==> src/rtl/wrtp_ram.sv <==
// ----------------------------------------------------------------------------
// wrtp_ram
// Generic single-port-write, one-read RAM with registered read data.
// ----------------------------------------------------------------------------
module wrtp_ram #(
    parameter int WIDTH = 8,
    parameter int DEPTH = 16
) (
    input  logic                     aclk,
    input  logic                     we,
    input  logic [$clog2(DEPTH)-1:0] waddr,
    input  logic [WIDTH-1:0]         wdata,
    input  logic [$clog2(DEPTH)-1:0] raddr,
    output logic [WIDTH-1:0]         rdata
);
    logic [WIDTH-1:0] mem [DEPTH];

    always_ff @(posedge aclk) begin
        if (we) begin
            mem[waddr] <= wdata;
        end
        rdata <= mem[raddr];
    end
endmodule

==> config.mk <==
export PLATFORM = sky130hd
export DESIGN_NAME = wrtp_ram
export DESIGN_NICKNAME = d
export VERILOG_FILES = /design/src/rtl/wrtp_ram.sv
export SDC_FILE = /design/constraint.sdc
export NUM_CORES = 1
export LEC_CHECK = 0
export BUFFER_PORTS_ARGS = -buffer_cell sky130_fd_sc_hd__buf_2
export CAP_MARGIN = 20
export CORE_MARGIN = 2
export CORE_UTILIZATION = 55
export DETAILED_ROUTE_END_ITERATION = 6
export GPL_TIMING_DRIVEN = 0
export PLACE_DENSITY = 0.82
export SLEW_MARGIN = 20
export SYNTH_ARGS = -nofsm -noshare
export SYNTH_HDL_FRONTEND = slang
export SYNTH_SLANG_ARGS = --single-unit
==> constraint.sdc <==
create_clock -name aclk -period 2.2 [get_ports aclk]
set_clock_uncertainty 0.15 [all_clocks]
set_input_delay 0.44 -clock aclk [delete_from_list [all_inputs] [get_ports aclk]]
set_output_delay 0.44 -clock aclk [all_outputs]
set_load 0.03 [all_outputs]
### Yosys cells after proc, flatten, opt, wreduce, memory -nomap -nowiden

Memories as Yosys holds them, arrays and structs flattened. A register that Yosys moved wholly into a read port is not among the register bits.
Cells that the tools add are included.

| word-level totals | value |
|---|---|
| register bits after elaboration | 0 |
| RAM bits | 128 |
| output and inout port bits | 8 |
| logic and storage cells | 3 |
| memories | 1 |

| cells by class | value |
|---|---|
| mux-type cells | 2 |

Memories:

| memory | depth | bits a word | rd ports | clocked after Yosys merged registers in | write ports | RTL line | source |
|---|---|---|---|---|---|---|---|
| mem | 16 | 8 | 1 | 1 | 1 | 16 | `logic [WIDTH-1:0] mem [DEPTH];` |

Operators by type and width:

| kind | count |
|---|---|
| 2-to-1 mux 1 bit | 2 |

### Depth between registers and ports, before layout

| depth | value |
|---|---|
| depth after elaboration | 2 |
| mapped depth | 5 |
| depth with buffers taken out | 3 |

### Least setup slack after synthesis

OpenSTA, ideal clock, no wires.

| path | value |
|---|---|
| path kind | input to register |
| from | input waddr[2] |
| to | memory mem[0][0], enable pin |
| setup time | 0.383 ns |
| data arrival time | 1.550 ns |
| required time | 1.667 ns |
| path slack | 0.117 ns |
| stages | 2 |
| buffers on the path | 0 |
| cell sequence | or3b_2 > nor3_1 |

RTL lines:

| item | RTL line | source |
|---|---|---|
| from (decl) | 11 | `input logic [$clog2(DEPTH)-1:0] waddr,` |
| to (decl) | 16 |  |

No word-level cell before the write port.

### Worst setup path after layout

| path | value |
|---|---|
| from | input waddr[2] |
| to | memory mem[2][6], enable pin |

No word-level cell before the write port.

==> impl_metrics.ini <==
[critical_path]
start_kind = input port
reg2reg_depth = 3
worst-setup-path-type = in -> reg
rrSetupSlack_ps = 640
critPathArrivalTime_ps = 1750
crit_fanout = 8
r2r_start = mem[6][1]
cp.required_ps = 2200
reg2reg_to = rdata[1]
end_kind = flip-flop

[yosys]
ys_warn_count = 0
syn_inst = 229
ys_seq_elements = 136
avgSynthCellArea_um2 = 22.5
async_flop_share = 0
ys_types = 19
syn_area_um2 = 5150
synth_fp_nets = 247
synth_edf_count = 128
yosys_most_used_dff = edfxtp_1
yosysSeqAreaShare = 0.778

[timing]
setup_viol = 0
whs_ps = 176
post-route-period-util = 0.796
final_hold_viol_count = 0
relSlewSlack = 0.435
drv_slew = 0
rsz0062_at_grt = false
period_needed_ps = 1750
timing.fmax_mhz = 571
tightest_slew_ps = 845

[clock_tree]
postCtsResizedCells = 0
htreeDepth = 4
clkTransAtPathRegs_ps = 60
cts_sinks = 136
clk_path_buf_depth = 2
clockRootBuffer = clkbuf_8
cts_hold_buf = 0
cts_setup_buffers = 0
cts_made_buffers = 17
clk-insertion-delay-late_ps = 520
cts_tree = yes

[hold_path]
hold_end = mem[1][7]
hold_depth = 1
hold_class = in -> reg
hold_start = wdata[7]

[route]
viasPerCell = 6.24
drtPass1Iterations = 6
drc = 0
num_vias = 2478
routed_wirelength_um = 10200
ant_nets = 0
routedWlPerCell_um = 25.7
drtIter0Drc = 241

[global_routing]
grt_pass1_vias = 2541
globalRouteTotalUtil = 0.223
grt_max_degree = 17
grt.overflow.total = 0
antenna_found_initial = 0
grt_pass1_wl_um = 15400

[finish]
nets = 291
final-seq-area_um2 = 4000
multi_input_area_um2 = 1070
drive_above_1_share = 0.311
num_antenna_cells = 0
fin_util = 0.658
syn_to_final_growth_pct = 16.9
fill_cells = 560

[placed_design]
routabilityCongestion = 0.736
hpwl_um = 6320
port_buffers = 24

[pwr]
ir_worst_vdd_mv = 0.558
power.leakage_uw = 0.00204
powerDensity_nw_per_um2 = 1000

[floorplanning]
core_area_um2 = 9150
die_area_um2 = 10100
row_count = 35
dieWidth_um = 101
io_pins = 26
die_h_um = 101
start_util = 0.562

[outcome]
outcome = complete, no violations

[run]
maxCapViolCount = 0
-- synth_stat cells, types with 3 or more instances --
cell type / count / share of area
buf_2: 3 / 0.0029
a22oi_1: 16 / 0.023
edfxtp_1: 128 / 0.75
mux4_1: 14 / 0.071
nor3_1: 4 / 0.0039
buf_6: 3 / 0.0066
nand2_1: 9 / 0.0066
nor2_1: 13 / 0.0095
clkdlybuf4s25_2: 3 / 0.0058
dfxtp_1: 8 / 0.031
mux4_2: 18 / 0.079
-- state kept, by name, indices dropped and copies added (netlist names) --
name	count
mem	128
rdata	8
-- cell families (layout without fill, tap and decap cells) --
kind of cell / count (synthesis) / count (layout) / synth area share
multiplexers: 32 / 32 / 0.150
AND/OR/NAND/NOR: 35 / 35 / 0.0318
buffers and inverters: 10 / 67 / 0.0168
AO/OA/AOI/OAI: 16 / 16 / 0.0233
flip-flops: 136 / 136 / 0.778
-- final cells by class --
| class | instances | area share |
|---|---|---|
| flip-flops and latches | 136 | 0.665 |
| plain buffers | 10 | 0.0143 |
| clock inverters | 15 | 0.0295 |
| multi-input cells | 83 | 0.178 |
| well taps | 111 | 0.0231 |
| clock buffers | 17 | 0.0688 |
| repair buffers | 25 | 0.0208 |
-- through the flow --
step / TNS (ps) / instance area [um2] / worst slack, ps / power, uW / instances
after floorplan: 0 / 5150 / 117 / 3140 / 229
after global placement: -5760 / 5410 / -404 / 3260 / 364
after detailed placement: -1130 / 5430 / -79.1 / 3280 / 365
after CTS: 0 / 6020 / 469 / 6060 / 397
after global routing: 0 / 6020 / 414 / 6200 / 397
final: 0 / 6020 / 449 / 6030 / 397
-- layer usage --
metal,global-route usage,wire (um)
met5,0,0
met4,0.0748,121
met3,0.0617,845
met2,0.339,5080
met1,0.317,4170
-- worst max-delay path by stage --
stage,startpoint,endpoint,slack (ps),cells after the start
floorplan,waddr[2],mem[0][0],120,2
finish,waddr[2],mem[2][6],450,3
global route,waddr[2],mem[2][2],410,3
detailed placement,waddr[2],mem[2][1],-80,3
CTS,waddr[2],mem[2][2],470,3
global placement,waddr[2],mem[0][7],-400,3
-- where the power goes --
part / total (uW) / internal, uW / leakage (uW) / switching [uW]
combinational: 310 / 116 / 0.000524 / 195
sequential: 2910 / 2900 / 0.00122 / 14.4
clock: 2810 / 1730 / 0.000288 / 1080
-- placed cells by master, fill, tap and decap left out, types with 4 or more instances in the layout --
cell type / n
edfxtp_1: 128
buf_2: 28
mux4_2: 18
a22oi_1: 16
clkbuf_16: 16
mux4_1: 14
nor2_1: 13
nand2_1: 9
dfxtp_1: 8
clkinv_4: 4
clkinv_2: 4
-- worst max-delay path, cell delays in order --
cell and delay [ps]:
buf_2 110, or3b_2 540, nor2_1 650
(Power assumes the default switching activity.)
