$ cat config.mk
export PLATFORM = sky130hd
export DESIGN_NAME = wrtp_mod
export DESIGN_NICKNAME = d
export VERILOG_FILES = /design/src/rtl/wrtp_pkg.sv /design/src/rtl/wrtp_mod.sv
export SDC_FILE = /design/constraint.sdc
export NUM_CORES = 1
export LEC_CHECK = 0
export ABC_AREA = 1
export BUFFER_PORTS_ARGS = -buffer_cell sky130_fd_sc_hd__buf_4
export CAP_MARGIN = 20
export CORE_ASPECT_RATIO = 1.25
export CORE_MARGIN = 5
export CORE_UTILIZATION = 48
export DETAILED_ROUTE_END_ITERATION = 7
export PLACE_DENSITY = 0.68
export RECOVER_POWER = 50
export SLEW_MARGIN = 20
export SYNTH_ARGS = -nofsm -noshare
export SYNTH_HDL_FRONTEND = slang
export SYNTH_SLANG_ARGS = --single-unit
$ cat constraint.sdc
create_clock -name aclk -period 2.35 [get_ports aclk]
set_clock_uncertainty 0.2 [all_clocks]
set_input_delay 0.3525 -clock aclk [delete_from_list [all_inputs] [get_ports aclk]]
set_output_delay 0.3525 -clock aclk [all_outputs]
set_load 0.05 [all_outputs]
$ cat src/rtl/wrtp_pkg.sv
// ----------------------------------------------------------------------------
// wrtp_pkg
// Shared types, sizes and constants of the weighted random tile picker.
// ----------------------------------------------------------------------------
package wrtp_pkg;

    localparam int TILE_COUNT  = 256;
    localparam int MAX_ENTRIES = 8;
    localparam int KEY_BITS    = 16;

    localparam int TILE_BITS  = (TILE_COUNT > 1) ? $clog2(TILE_COUNT) : 1;
    localparam int ENT_BITS   = (MAX_ENTRIES > 1) ? $clog2(MAX_ENTRIES) : 1;
    localparam int LEN_BITS   = $clog2(MAX_ENTRIES + 1);
    localparam int SUM_BITS   = 16 + LEN_BITS;
    localparam int ADDR_BITS  = TILE_BITS + ENT_BITS;
    localparam int DEPTH      = TILE_COUNT * MAX_ENTRIES;
    localparam int ENTRY_BITS = KEY_BITS + 16;
    localparam int LIST_BITS  = LEN_BITS + SUM_BITS;

    localparam logic [31:0] LCG_MUL = 32'd1664525;
    localparam logic [31:0] LCG_ADD = 32'd1013904223;

    typedef enum logic [2:0] {
        ACT_ADD    = 3'd0,
        ACT_UPDATE = 3'd1,
        ACT_REMOVE = 3'd2,
        ACT_PICK   = 3'd3,
        ACT_CLEAR  = 3'd4,
        ACT_COUNT  = 3'd5
    } action_t;

    typedef enum logic [1:0] {
        REG_SEED     = 2'd0,
        REG_FALLBACK = 2'd1
    } reg_index_t;

endpackage

$ cat src/rtl/wrtp_mod.sv
// ----------------------------------------------------------------------------
// wrtp_mod
// Restoring divider remainder: 32-bit value modulo a SUM_BITS divisor,
// one quotient bit per cycle.
// ----------------------------------------------------------------------------
module wrtp_mod (
    input  logic                          aclk,
    input  logic                          aresetn,
    input  logic                          start,
    input  logic [31:0]                   dividend,
    input  logic [wrtp_pkg::SUM_BITS-1:0] divisor,
    output logic                          done,
    output logic [wrtp_pkg::SUM_BITS-1:0] remainder
);
    localparam int SB = wrtp_pkg::SUM_BITS;

    logic [31:0] num_reg;
    logic [SB:0] rem_reg;
    logic [SB-1:0] div_reg;
    logic [5:0] cnt_reg;
    logic busy_reg;
    logic [SB:0] shifted;
    logic [SB:0] diff;

    assign shifted = {rem_reg[SB-1:0], num_reg[31]};
    assign diff    = shifted - {1'b0, div_reg};

    always_ff @(posedge aclk) begin
        if (!aresetn) begin
            busy_reg <= 1'b0;
            done     <= 1'b0;
        end else begin
            done <= 1'b0;
            if (start) begin
                busy_reg <= 1'b1;
                cnt_reg  <= 6'd32;
                num_reg  <= dividend;
                rem_reg  <= '0;
                div_reg  <= divisor;
            end else if (busy_reg) begin
                num_reg <= {num_reg[30:0], 1'b0};
                rem_reg <= diff[SB] ? shifted : diff;
                cnt_reg <= cnt_reg - 6'd1;
                if (cnt_reg == 6'd1) begin
                    busy_reg <= 1'b0;
                    done     <= 1'b1;
                end
            end
        end
    end

    assign remainder = rem_reg[SB-1:0];
endmodule

After elaboration in Yosys (flattened, before gate mapping):

Cells that the tools add are included.

* add/sub/neg operators: 2
* equality and inequality tests: 1
* mux-type cells: 9
* bitwise operators: 2
* reduce and logical (&&, ||, !) cells: 4

Operator list (count)
* $mux 32: 2
* $mux 20: 2
* $sub 21x20->21: 1
* $eq 6x1->1 const B: 1
* $mux 6: 1
* $sub 6x1->6 const B: 1
* $mux 1: 4
* $reduce_and 2->1: 2
* $reduce_or 3->1: 1
* $not 1->1: 2
* $reduce_bool 2->1: 1

* bits in registers: 80
* output and inout port bits: 21
* logic and storage cells: 24

Logic depth before layout (Yosys ltp):

Gate-level depths: netlist of run 1.

* depth in word-level cells: 4
* mapped depth: 15
* gate-level depth less buffers: 14

Least setup slack after synthesis of run 1:

Ideal clock, no wire load.

* path kind: register to register
* start: reg rem_reg[9]
* end: reg rem_reg[13], data pin
* library setup time: 0.252 ns
* arrival time: 2.136 ns
* required time: 1.898 ns
* path slack: -0.238 ns
* stages on the path, launching flop included: 14
* clock period less this slack: 2.588 ns
* cells stage by stage: edfxtp_1 > ha_1 > nand2_1 > inv_1 > nand2_1 > and2_2 > nand2_1 > nand2_1 > nand3_4 > nand2_4 > nand2_4 > buf_12 > nor2_2 > nor2_2

* word-level cells in the longest chain between the ends: 3

RTL lines
* start: declaration: line wrtp_mod.sv:18 `logic [SB:0] rem_reg;`
* start signal: assignment: line wrtp_mod.sv:42 `rem_reg <= diff[SB] ? shifted : diff;`
* $sub 21x20->21: line wrtp_mod.sv:26 `assign diff = shifted - {1'b0, div_reg};`
* $mux 20: line wrtp_mod.sv:42
* $mux 20: line wrtp_mod.sv:40 `end else if (busy_reg) begin`

No other way between the ends. The select of a mux whose other input is x is not followed.
A chain may end at the register's enable or synchronous reset.

Worst setup path in the final report of run 1:

* start: reg num_reg[31]
* end: reg rem_reg[14], data pin

* word-level cells in the longest chain between the ends: 3

RTL lines
* start: declaration: line wrtp_mod.sv:17 `logic [31:0] num_reg;`
* start signal: assignment: line wrtp_mod.sv:37 `num_reg <= dividend;`
* start signal: assignment: line wrtp_mod.sv:41 `num_reg <= {num_reg[30:0], 1'b0};`
* $sub 21x20->21: line wrtp_mod.sv:26
* $mux 20: line wrtp_mod.sv:42
* $mux 20: line wrtp_mod.sv:40

No other way between the ends. The select of a mux whose other input is x is not followed.

==> key figures, run 1 <==
Outcome
  • Status: complete, but fails checks
  • Failing checks: negative setup slack

Detailed routing
  • Routed via count: 4232
  • DR WL met2: 6461 microns
  • 1st-pass router iterations: 4
  • Antenna Violating Nets Remaining: 0
  • Routed len/inst: 13.64 microns
  • 1st-iter DRT viols: 191
  • Vias/cell: 4.831
  • DRC violations left: 0
  • Routed length on met3: 573 microns
  • DR top layer: met4
  • Met1 wire length: 4751 microns
  • Post-Route WL: 11950 microns

Placed design
  • Place WS: -0.1288 ns
  • Final HPWL from detailed placement: 8701 microns
  • I/O Buffers: 75
  • RD Place Congestion: 0.9340
  • Dpl cells: 836

Synth
  • Synth top cells by count: nand2_1 (232), inv_1 (95), edfxtp_1 (78)
  • Dominant synthesized flop cell: edfxtp_1
  • Post-synthesis adder-cell area fraction: 6.059%
  • Yosys warning count: 0
  • EDFF count, synth: 78
  • Mapped Avg Cell Area: 8.029 sq um
  • #FFs+latches synth: 80
  • Largest family of logic cells by synthesized area: simple AND/OR/NAND/NOR gates
  • Most common cell in the netlist: nand2_1
  • Area share of the largest cell type after synthesis: 48.06%
  • Sequential-to-total area share from yosys stat: 48.88%
  • Synth Instances: 607
  • Mux cell area share after synthesis: 0%
  • Mapped Area: 0.004873 sq mm
  • Net Count, Synth: 685
  • Post-Synth XOR/XNOR Area: 1.797%
  • Cell taking the most area after synthesis: edfxtp_1
  • Ys async rst share: 0%
  • Post-Synth Simple-Gate Area: 31.71%
  • Netlist cell types: 32
  • Synth area leaders: edfxtp_1 (48%), nand2_1 (18%), inv_1 (7.3%), ha_1 (5.6%), nor2_1 (4.4%)
  • Compound-Gate Fraction of Synth Area: 2.696%

Critical path
  • CP max-delay cell: fa_2
  • Setup crit start kind: flip-flop
  • CP max FO: 9
  • Crit path cell chain: inv_1, ha_2, inv_2, fa_2, nand3_2, nand3_4, nand2_4, nand3_4, nand2_8, nand2_8, nor2_2, nor2_1
  • Critical path data arrival time: 2.28 ns
  • Critical path endpoint category: flip-flop
  • Largest stage delay on the critical path: 0.41 ns
  • Worst path required time: 2.25 ns
  • Kind of critical path: flip-flop to flip-flop

Clocking
  • CTS tree: yes
  • H-Tree Depth: 3
  • Clk Latency, worst-skew pair: 0.34 ns
  • Maximum clock insertion buffer count: 2
  • Clk sinks: 80
  • Clock transition at the registers of the reported paths: 0.06 ns
  • Clock buffer count from CTS: 9
  • Root Buffer: clkbuf_16

STA
  • Final setup vio count: 11
  • Worst Setup Slack, final: -0.02931 ns
  • RSZ-0062 raised after global routing: yes
  • Final Hold Violating Endpoints: 0
  • Final Slew Violations: 0
  • Final worst path period share: 101.2%
  • Min Tclk post-route: 2.379 ns
  • Relative max-transition margin: 39.20%
  • Achievable clock frequency: 420.3 MHz
  • Actual slew at the worst max-slew pin: 0.9120 ns

Cells and area
  • Layout fillers: 840
  • Nets: 820
  • Fin cells: 876
  • Number of flip-flops in the largest register: 32
  • P&R area growth vs syn: 38.25%
  • Ant diodes: 0
  • Fraction of layout cells with a size suffix above 1: 27.18%

Global routing
  • First-pass GRT wire length: 20150 microns
  • Initial antenna violation count: 0
  • Total gr overflow: 0
  • Largest net degree at the start of global routing: 49
  • Vias in the first global route: 4390
  • Total track usage: 20.97%

Job
  • Max cap viols: 0

Floorplanning
  • Die X: 100.1 microns
  • Core ar.: 0.01000 sq mm
  • DIE AREA: 0.01228 sq mm
  • I/O Pins: 76
  • Site row count: 41
  • Die Span Y: 122.7 microns
  • Initial core utilization: 48.72%

Power and ir drop
  • VDD IR max: 526.9 uV
  • Pleak: 0.003253 uW
  • Power Dens Cells: 776.8 mW/mm^2
  • Tot Pwr: 5234 uW

Hold path
  • HP Class: input port to flip-flop
[routing by layer]
layer | vias to the layer above | global-route usage (%)
met2 | 97 | 39.22
met5 | - | 0
met4 | 0 | 8.003
li1 | 2190 | -
met3 | 18 | 4.491
met1 | 1927 | 22.89
[cell usage in the layout (no fill, tap or decap), types with 3 or more instances in the layout]
cell type / count
ha_4: 17
ha_1: 4
nand2_4: 3
nand2_8: 4
nand2_2: 13
a21oi_2: 3
clkbuf_4: 21
clkbuf_1: 4
buf_4: 87
edfxtp_1: 78
inv_1: 93
nor2_1: 51
nor2_4: 3
nand4_1: 3
xor2_1: 9
nand3_2: 5
nand3_4: 3
nand2_1: 219
clkbuf_16: 9
nor3_1: 3
nand3_1: 35
dlygate4sd3_1: 20
a21oi_1: 12
nor2_2: 16
o21bai_1: 3
[what timing repair did]
| item | CTS | global route |
|---|---|---|
| endpoints found under the setup margin | 20 | 20 |
| hold buffers | 20 | 0 |
| pin swaps | 7 | 9 |
| endpoints found under the hold margin | 20 | 0 |
| gates cloned | 1 | 0 |
| setup buffers | 3 | 0 |
| resized for setup | 12 | 17 |
[worst max-delay path, delay by kind of cell, from the launching register on]
kind | cells | cell delay [ns]
buffers and inverters | 2 | 0.12
AND/OR/NAND/NOR | 8 | 0.86
adder cells (fa/ha/maj) | 2 | 0.58
flip-flops | 1 | 0.38
[cells by family after synthesis]
group,Yosys count
flip-flops,80
buffers and inverters,108
XOR/XNOR,10
adder cells (fa/ha/maj),23
AND/OR/NAND/NOR,364
AO/OA/AOI/OAI,22
[cell type report]
cell class	count	area [sq um]	area share (%)
multi-input cells	420	2476	36.75
well taps	129	161.4	2.396
inverters	96	360.3	5.348
repair buffers	135	1054	15.64
clock inverters	7	78.83	1.170
clock buffers	9	225.2	3.343
flip-flops and latches	80	2382	35.36
[final timing paths]
| path | depth (start not counted) | slack, ns | to | from |
|---|---|---|---|---|
| worst min register to register | 2 | 0.27 | done | busy_reg |
| worst max register to register | 12 | -0.03 | rem_reg[14] | num_reg[31] |
| worst max-delay path | 12 | -0.03 | rem_reg[14] | num_reg[31] |
| worst min-delay path | 3 | 0.07 | num_reg[0] | dividend[0] |
[report_power, final]
group	total (uW)	leakage (uW)	switching, uW	internal, uW
sequential	1840	0.000773	87.0	1760
combinational	1950	0.00233	1160	792
clock	1440	0.000146	607	834
[through the flow]
stage,TNS (ns),hold WS [ns],cell area [sq um],util [%]
floorplan,-1.347,0.2296,5167,-
global placement,-0.8190,0.2767,6106,61.04
detailed placement,-2.151,0.2906,6106,61.04
CTS,-0.009957,0.05499,6710,67.08
global route,-2.532,0.06618,6738,67.35
finish,-0.1986,0.06570,6738,67.35
No activity file was read; power rests on OpenSTA's default activity.
==> run 2: changes to the inputs <==
--- a/config.mk
+++ b/config.mk
@@ -14,6 +14,7 @@
 export DETAILED_ROUTE_END_ITERATION = 7
 export PLACE_DENSITY = 0.68
 export RECOVER_POWER = 50
+export REMOVE_ABC_BUFFERS = 1
 export SLEW_MARGIN = 20
 export SYNTH_ARGS = -nofsm -noshare
 export SYNTH_HDL_FRONTEND = slang
==> run 2 against run 1 <==
  * The flow still finishes with violations (negative setup slack)
  * Die area stayed put
  * Sequential share of layout area is 0.94 points lower
  * Sequential cell count stayed put
  * First-iteration DRC count is 9.4% lower
  * Cell count is 3.5% higher
  * Non-clock buffer count is 29 higher
  * Critical path depth is 1 higher
  * Routed wire length is 8.2% higher
  * Count of clock-buffer cells in the layout is 1 higher
  * Hold slack better by 0.011 ns
  * Register-to-register slack worse by 0.08 ns
  * Maximum frequency is 3.1% lower
  * Largest cell class unchanged
  * Highest routed layer unchanged
==> key figures, run 2 (synthesis gave the netlist of run 1 again) <==
Outcome
  • Status: complete, but fails checks
  • Failing checks: negative setup slack

Cells and area
  • P&R area growth vs syn: 42.03%
  • Number of flip-flops in the largest register: 32 (unchanged)
  • Register area: 0.002382 sq mm (unchanged)
  • Area of the multi-input gates: 0.002407 sq mm (-2.8%)
  • Layout fillers: 855 (+1.8%)
  • Commonest non-fill, non-tap cell in the layout: nand2_1
  • Fraction of layout cells with a size suffix above 1: 29.56% (+2.4 points)
  • Most frequent cells in the layout: nand2_1 (220), buf_4 (111), inv_1 (94), edfxtp_1 (78), nor2_1 (52)
  • Ant diodes: 0 (unchanged)
  • Nets: 851 (+3.8%)
  • Final instance area: 0.006922 sq mm (+2.7%)

STA
  • Actual slew at the worst max-slew pin: 0.8280 ns (-0.08405 ns)
  • Worst Setup Slack, final: -0.1064 ns (-0.07704 ns)
  • Fin Setup TNS: -1.093 ns (-0.8940 ns)
  • WHS: 0.07676 ns (+0.01106 ns)
  • Final Hold Violating Endpoints: 0 (unchanged)
  • Final Slew Violations: 0 (unchanged)
  • Min Tclk post-route: 2.456 ns (+0.07704 ns)
  • RSZ-0062 raised after global routing: yes
  • Final worst path period share: 104.5% (+3.3 points)
  • Final setup vio count: 20 (+9)
  • Relative max-transition margin: 44.80% (+5.6 points)
  • Achievable clock frequency: 407.1 MHz (-3.1%)

Clocking
  • Maximum clock insertion buffer count: 2 (unchanged)
  • Clock buffer count from CTS: 9 (unchanged)
  • Clk Latency, worst-skew pair: 0.34 ns (about the same)
  • Clk sinks: 80 (unchanged)
  • H-Tree Depth: 3 (unchanged)
  • Root Buffer: clkbuf_16
  • Clock transition at the registers of the reported paths: 0.06 ns (about the same)
  • CTS tree: yes

Power and ir drop
  • VDD IR max: 429.6 uV (-18%)
  • Pleak: 0.003409 uW (+4.8%)
  • Net Sw Frac: 35.22% (-0.13 points)
  • Internal Power: 3454 uW (+2.1%)
  • Tot Pwr: 5332 uW (+1.9%)
  • Combinational share of power: 39.3% (+2.1 points)
  • Psw: 1878 uW (+1.5%)
  • Clock power frac: 26.2% (-1.3 points)
  • Power Dens Cells: 770.3 mW/mm^2 (-0.83%)
  • Flop pwr share: 34.5% (-0.7 points)

Global routing
  • Total gr overflow: 0 (unchanged)
  • Total track usage: 20.98% (about the same)
  • Initial antenna violation count: 0 (unchanged)
  • Vias in the first global route: 4412 (+0.50%)
  • Largest net degree at the start of global routing: 60 (+22%)
  • First-pass GRT wire length: 20110 microns (-0.17%)

Critical path
  • Setup slack, reg-to-reg: -0.11 ns (-0.08 ns)
  • Crit path cell chain: inv_1, ha_2, inv_2, fa_2, nand3_2, nand3_4, nand2_4, buf_12, nand4_4, buf_6, nand3_2, nand2_1, nor2_1
  • Worst r2r src: num_reg[31]
  • CP max FO: 3 (-6)
  • Critical path endpoint category: flip-flop
  • Worst path required time: 2.34 ns (+0.09 ns)
  • Worst-case reg-to-reg path depth: 13 (+1)
  • Delay-heaviest family, CP: simple AND/OR/NAND/NOR gates
  • Setup crit start kind: flip-flop
  • CP max-delay cell: edfxtp_1
  • Critical path buffers and inverters: 4 (+2)
  • Most frequent CP cell: nand3_2
  • Kind of critical path: flip-flop to flip-flop
  • RR Endpoint: rem_reg[1]
  • Critical path data arrival time: 2.44 ns (+0.16 ns)
  • Largest stage delay on the critical path: 0.38 ns (-0.03 ns)

Detailed routing
  • DRC violations left: 0 (unchanged)
  • Routed len/inst: 14.25 microns (+4.5%)
  • 1st-iter DRT viols: 173 (-9.4%)
  • Vias/cell: 4.810 (-0.43%)
  • Antenna Violating Nets Remaining: 0 (unchanged)
  • Routed via count: 4363 (+3.1%)
  • Post-Route WL: 12930 microns (+8.2%)
  • 1st-pass router iterations: 4 (unchanged)

Floorplanning
  • I/O Pins: 76 (unchanged)
  • Initial core utilization: 48.72% (unchanged)
  • Site row count: 41 (unchanged)
  • Die Span Y: 122.7 microns (unchanged)
  • Die X: 100.1 microns (unchanged)
  • Core ar.: 0.01000 sq mm (unchanged)
  • DIE AREA: 0.01228 sq mm (unchanged)

Hold path
  • Hold Path Cell Cnt: 3 (unchanged)
  • Hold path start: dividend[0]
  • HP Class: input port to flip-flop
  • Hold path endpoint: num_reg[0]

Job
  • Max cap viols: 0 (unchanged)

Placed design
  • Final HPWL from detailed placement: 8881 microns (+2.1%)
  • Area after DPL: 0.005962 sq mm (-2.4%)
  • I/O Buffers: 75 (unchanged)
  • RD Place Congestion: 0.8634 (-7.6%)
-- run 2: cell type report --
cell class                      instances  area share (%)
Multi-Input combinational cell        422           34.78
Sequential cell                        80           34.42
Timing Repair Buffer                  164           19.11
Inverter                               96           5.206
Clock buffer                           10           3.308
Tap cell                              129           2.332
Clock inverter                          6          0.8496
-- run 2: worst min-delay path: stages --
cell	delay, ns
buf_4	0.08
nand2_1	0.04
inv_1	0.04
-- run 2: through the flow --
step	util [%]	setup WS [ns]	instances
floorplan	-	-0.2275	595
global placement	59.60	-0.06252	855
detailed placement	59.60	-0.2165	855
CTS	66.27	-0.04749	897
global route	69.19	-0.1451	907
finish	69.19	-0.1064	907
-- run 2: layer usage --
metal / vias up / global-route usage [%] / wire length [microns] / share of wire [%]
met2: 85 / 39.26 / 6919 / 54
met5: - / 0 / 0 / 0
met3: 18 / 4.150 / 525 / 4.1
met1: 2012 / 23.03 / 5232 / 40
li1: 2248 / - / - / -
met4: 0 / 8.172 / 251 / 1.9
-- run 2: what timing repair did --
item / 4_1_cts / 5_1_grt
pin swaps: 6 / 8
hold endpoints to repair: 20 / 0
cloned: 2 / 1
endpoints found under the setup margin: 20 / 20
resized for setup: 20 / 40
buffers inserted: 4 / 9
hold buffers: 20 / 0
-- run 2: power by group through the flow --
stage | clock network (uW) | logic [uW] | registers, uW
finish | 1400 | 2090 | 1840
global route | 1470 | 2300 | 1850
CTS | 1420 | 1910 | 1830
detailed placement | 0 | 1770 | 1850
global placement | 0 | 1750 | 1840
floorplan | 0 | 924 | 2030
-- run 2: worst max-delay path by stage --
stage / start / end / depth (start not counted)
3_3_place_gp: num_reg[31] / rem_reg[0] / 12
3_5_place_dp: num_reg[31] / rem_reg[1] / 12
5_1_grt: num_reg[31] / rem_reg[18] / 12
2_1_floorplan: rem_reg[9] / rem_reg[1] / 11
4_1_cts: num_reg[31] / rem_reg[19] / 12
6_report: num_reg[31] / rem_reg[1] / 13
==> run 3: changes to the inputs <==
--- a/config.mk
+++ b/config.mk
@@ -15,6 +15,7 @@
 export PLACE_DENSITY = 0.68
 export RECOVER_POWER = 50
 export REMOVE_ABC_BUFFERS = 1
+export SETUP_SLACK_MARGIN = 0.4
 export SLEW_MARGIN = 20
 export SYNTH_ARGS = -nofsm -noshare
 export SYNTH_HDL_FRONTEND = slang
==> run 3 against run 2 <==
  * The flow still finishes with violations (negative setup slack)
  * Cell area is the same
  * Sequential power is essentially flat
  * Core utilization is the same
  * Clock power is essentially flat
  * Sequential cell count is the same
  * Via count is the same
  * Register-to-register slack is essentially flat
  * Critical path depth is the same
  * First-iteration DRC count is the same
  * Die area is the same
  * Maximum frequency is the same
  * Largest power group unchanged
==> key figures, run 3 (synthesis gave the netlist of run 1 again) <==
Outcome
  • Status: complete, but fails checks
  • Failing checks: negative setup slack

Global routing
  • Largest net degree at the start of global routing: 60 (unchanged)
  • Total gr overflow: 0 (unchanged)
  • Initial antenna violation count: 0 (unchanged)
  • First-pass GRT wire length: 20110 microns (unchanged)
  • Total track usage: 20.98% (unchanged)
  • Vias in the first global route: 4410 (-0.045%)

Floorplanning
  • Die X: 100.1 microns (unchanged)
  • Site row count: 41 (unchanged)
  • I/O Pins: 76 (unchanged)
  • Core ar.: 0.01000 sq mm (unchanged)
  • Die Span Y: 122.7 microns (unchanged)
  • DIE AREA: 0.01228 sq mm (unchanged)
  • Initial core utilization: 48.72% (unchanged)

Cells and area
  • Nets: 851 (unchanged)
  • Post-layout util: 69.19% (unchanged)
  • Layout fillers: 855 (unchanged)
  • Most frequent cells in the layout: nand2_1 (220), buf_4 (111), inv_1 (94), edfxtp_1 (78), nor2_1 (52)
  • Ant diodes: 0 (unchanged)
  • Fin cells: 907 (unchanged)
  • Fraction of layout cells with a size suffix above 1: 29.56% (unchanged)
  • Number of flip-flops in the largest register: 32 (unchanged)
  • Commonest non-fill, non-tap cell in the layout: nand2_1
  • Final instance area: 0.006922 sq mm (unchanged)
  • P&R area growth vs syn: 42.03% (unchanged)

Detailed routing
  • Post-Route WL: 12930 microns (unchanged)
  • Vias/cell: 4.810 (unchanged)
  • Antenna Violating Nets Remaining: 0 (unchanged)
  • 1st-iter DRT viols: 173 (unchanged)
  • Routed len/inst: 14.25 microns (unchanged)
  • 1st-pass router iterations: 4 (unchanged)
  • Routed via count: 4363 (unchanged)
  • DRC violations left: 0 (unchanged)

Placed design
  • Place WS: -0.2165 ns (unchanged)
  • Area after DPL: 0.005962 sq mm (unchanged)
  • RD Place Congestion: 0.8634 (unchanged)
  • Final HPWL from detailed placement: 8881 microns (unchanged)
  • I/O Buffers: 75 (unchanged)
  • Dpl cells: 855 (unchanged)

STA
  • Relative max-transition margin: 44.80% (unchanged)
  • WHS: 0.07676 ns (unchanged)
  • RSZ-0062 raised after global routing: yes
  • Worst Setup Slack, final: -0.1064 ns (unchanged)
  • Achievable clock frequency: 407.1 MHz (unchanged)
  • Min Tclk post-route: 2.456 ns (unchanged)
  • Final worst path period share: 104.5% (unchanged)
  • Final setup vio count: 20 (unchanged)
  • Actual slew at the worst max-slew pin: 0.8280 ns (unchanged)
  • Final Hold Violating Endpoints: 0 (unchanged)
  • Final Slew Violations: 0 (unchanged)

Power and ir drop
  • Flop pwr share: 34.5% (about the same)
  • Combinational share of power: 39.3% (about the same)
  • Internal Power: 3454 uW (unchanged)
  • Net Sw Frac: 35.22% (unchanged)
  • Clock power frac: 26.2% (about the same)
  • VDD IR max: 429.6 uV (unchanged)
  • Pleak: 0.003409 uW (unchanged)
  • Psw: 1878 uW (unchanged)
  • Power Dens Cells: 770.3 mW/mm^2 (unchanged)

Critical path
  • Worst path required time: 2.34 ns (about the same)
  • Critical path data arrival time: 2.44 ns (about the same)
  • Setup crit start kind: flip-flop
  • CP max FO: 3 (unchanged)
  • Critical path endpoint category: flip-flop
  • Kind of critical path: flip-flop to flip-flop
  • Worst r2r src: num_reg[31]
  • Crit path from: num_reg[31]

Job
  • Max cap viols: 0 (unchanged)

Clocking
  • Clock buffer count from CTS: 9 (unchanged)
  • CTS tree: yes
  • Root Buffer: clkbuf_16
  • H-Tree Depth: 3 (unchanged)
  • Clock transition at the registers of the reported paths: 0.06 ns (about the same)
  • Maximum clock insertion buffer count: 2 (unchanged)
  • Clk Latency, worst-skew pair: 0.34 ns (about the same)
  • Clk sinks: 80 (unchanged)

Hold path
  • HP Class: input port to flip-flop
  • Hold path start: dividend[0]
==> run 3: stage by stage <==
stage,power (uW),setup TNS (ns)
2_1_floorplan,2955,-3.972
3_3_place_gp,3597,-0.9409
3_5_place_dp,3623,-2.881
4_1_cts,5153,-0.3441
5_1_grt,5622,-2.459
6_report,5332,-1.093
==> run 3: repair_timing <==
| action | CTS | global route |
|---|---|---|
| endpoints found under the setup margin | 20 | 20 |
| hold buffers | 20 | 0 |
| buffers inserted | 4 | 9 |
| pin swaps | 6 | 8 |
| hold endpoints to repair | 20 | 0 |
| gates resized for setup | 20 | 40 |
| gates cloned | 2 | 1 |
==> run 3: layer usage <==
layer	part of all wire (%)	wire length, microns	track usage [%]	vias to the layer above
li1	-	-	-	2248
met1	40	5232	23.03	2012
met2	54	6919	39.26	85
met3	4.1	525	4.150	18
met4	1.9	251	8.172	0
met5	0	0	0	-
==> run 3: cell type report <==
type / count / area [sq um] / share of cell area (%)
Inverter: 96 / 360.3 / 5.206
Timing Repair Buffer: 164 / 1323 / 19.11
Sequential cell: 80 / 2382 / 34.42
Clock buffer: 10 / 229.0 / 3.308
Tap cell: 129 / 161.4 / 2.332
Multi-Input combinational cell: 422 / 2407 / 34.78
Clock inverter: 6 / 58.81 / 0.8496
==> run 3: power groups by stage <==
stage	logic [uW]	clock network, uW	registers [uW]
after floorplan	924	0	2030
after global placement	1750	0	1840
after detailed placement	1770	0	1850
after CTS	1910	1420	1830
after global routing	2300	1470	1850
final	2090	1400	1840
==> run 3: path summary, 6_finish.rpt <==
| path | to | slack, ns | cells past startpoint |
|---|---|---|---|
| setup reg to reg | rem_reg[1] | -0.11 | 13 |
| setup / recovery | rem_reg[1] | -0.11 | 13 |
| hold reg to reg | done | 0.27 | 2 |
| hold / removal | num_reg[0] | 0.08 | 3 |
==> run 3: critical path, cell delays in order, from the launching register on <==
cell and delay [ns]:
edfxtp_1 0.38, inv_1 0.08, ha_2 0.18, inv_2 0.04, fa_2 0.35, nand3_2 0.09, nand3_4 0.10, nand2_4 0.11
buf_12 0.11, nand4_4 0.18, buf_6 0.20, nand3_2 0.06, nand2_1 0.06, nor2_1 0.15
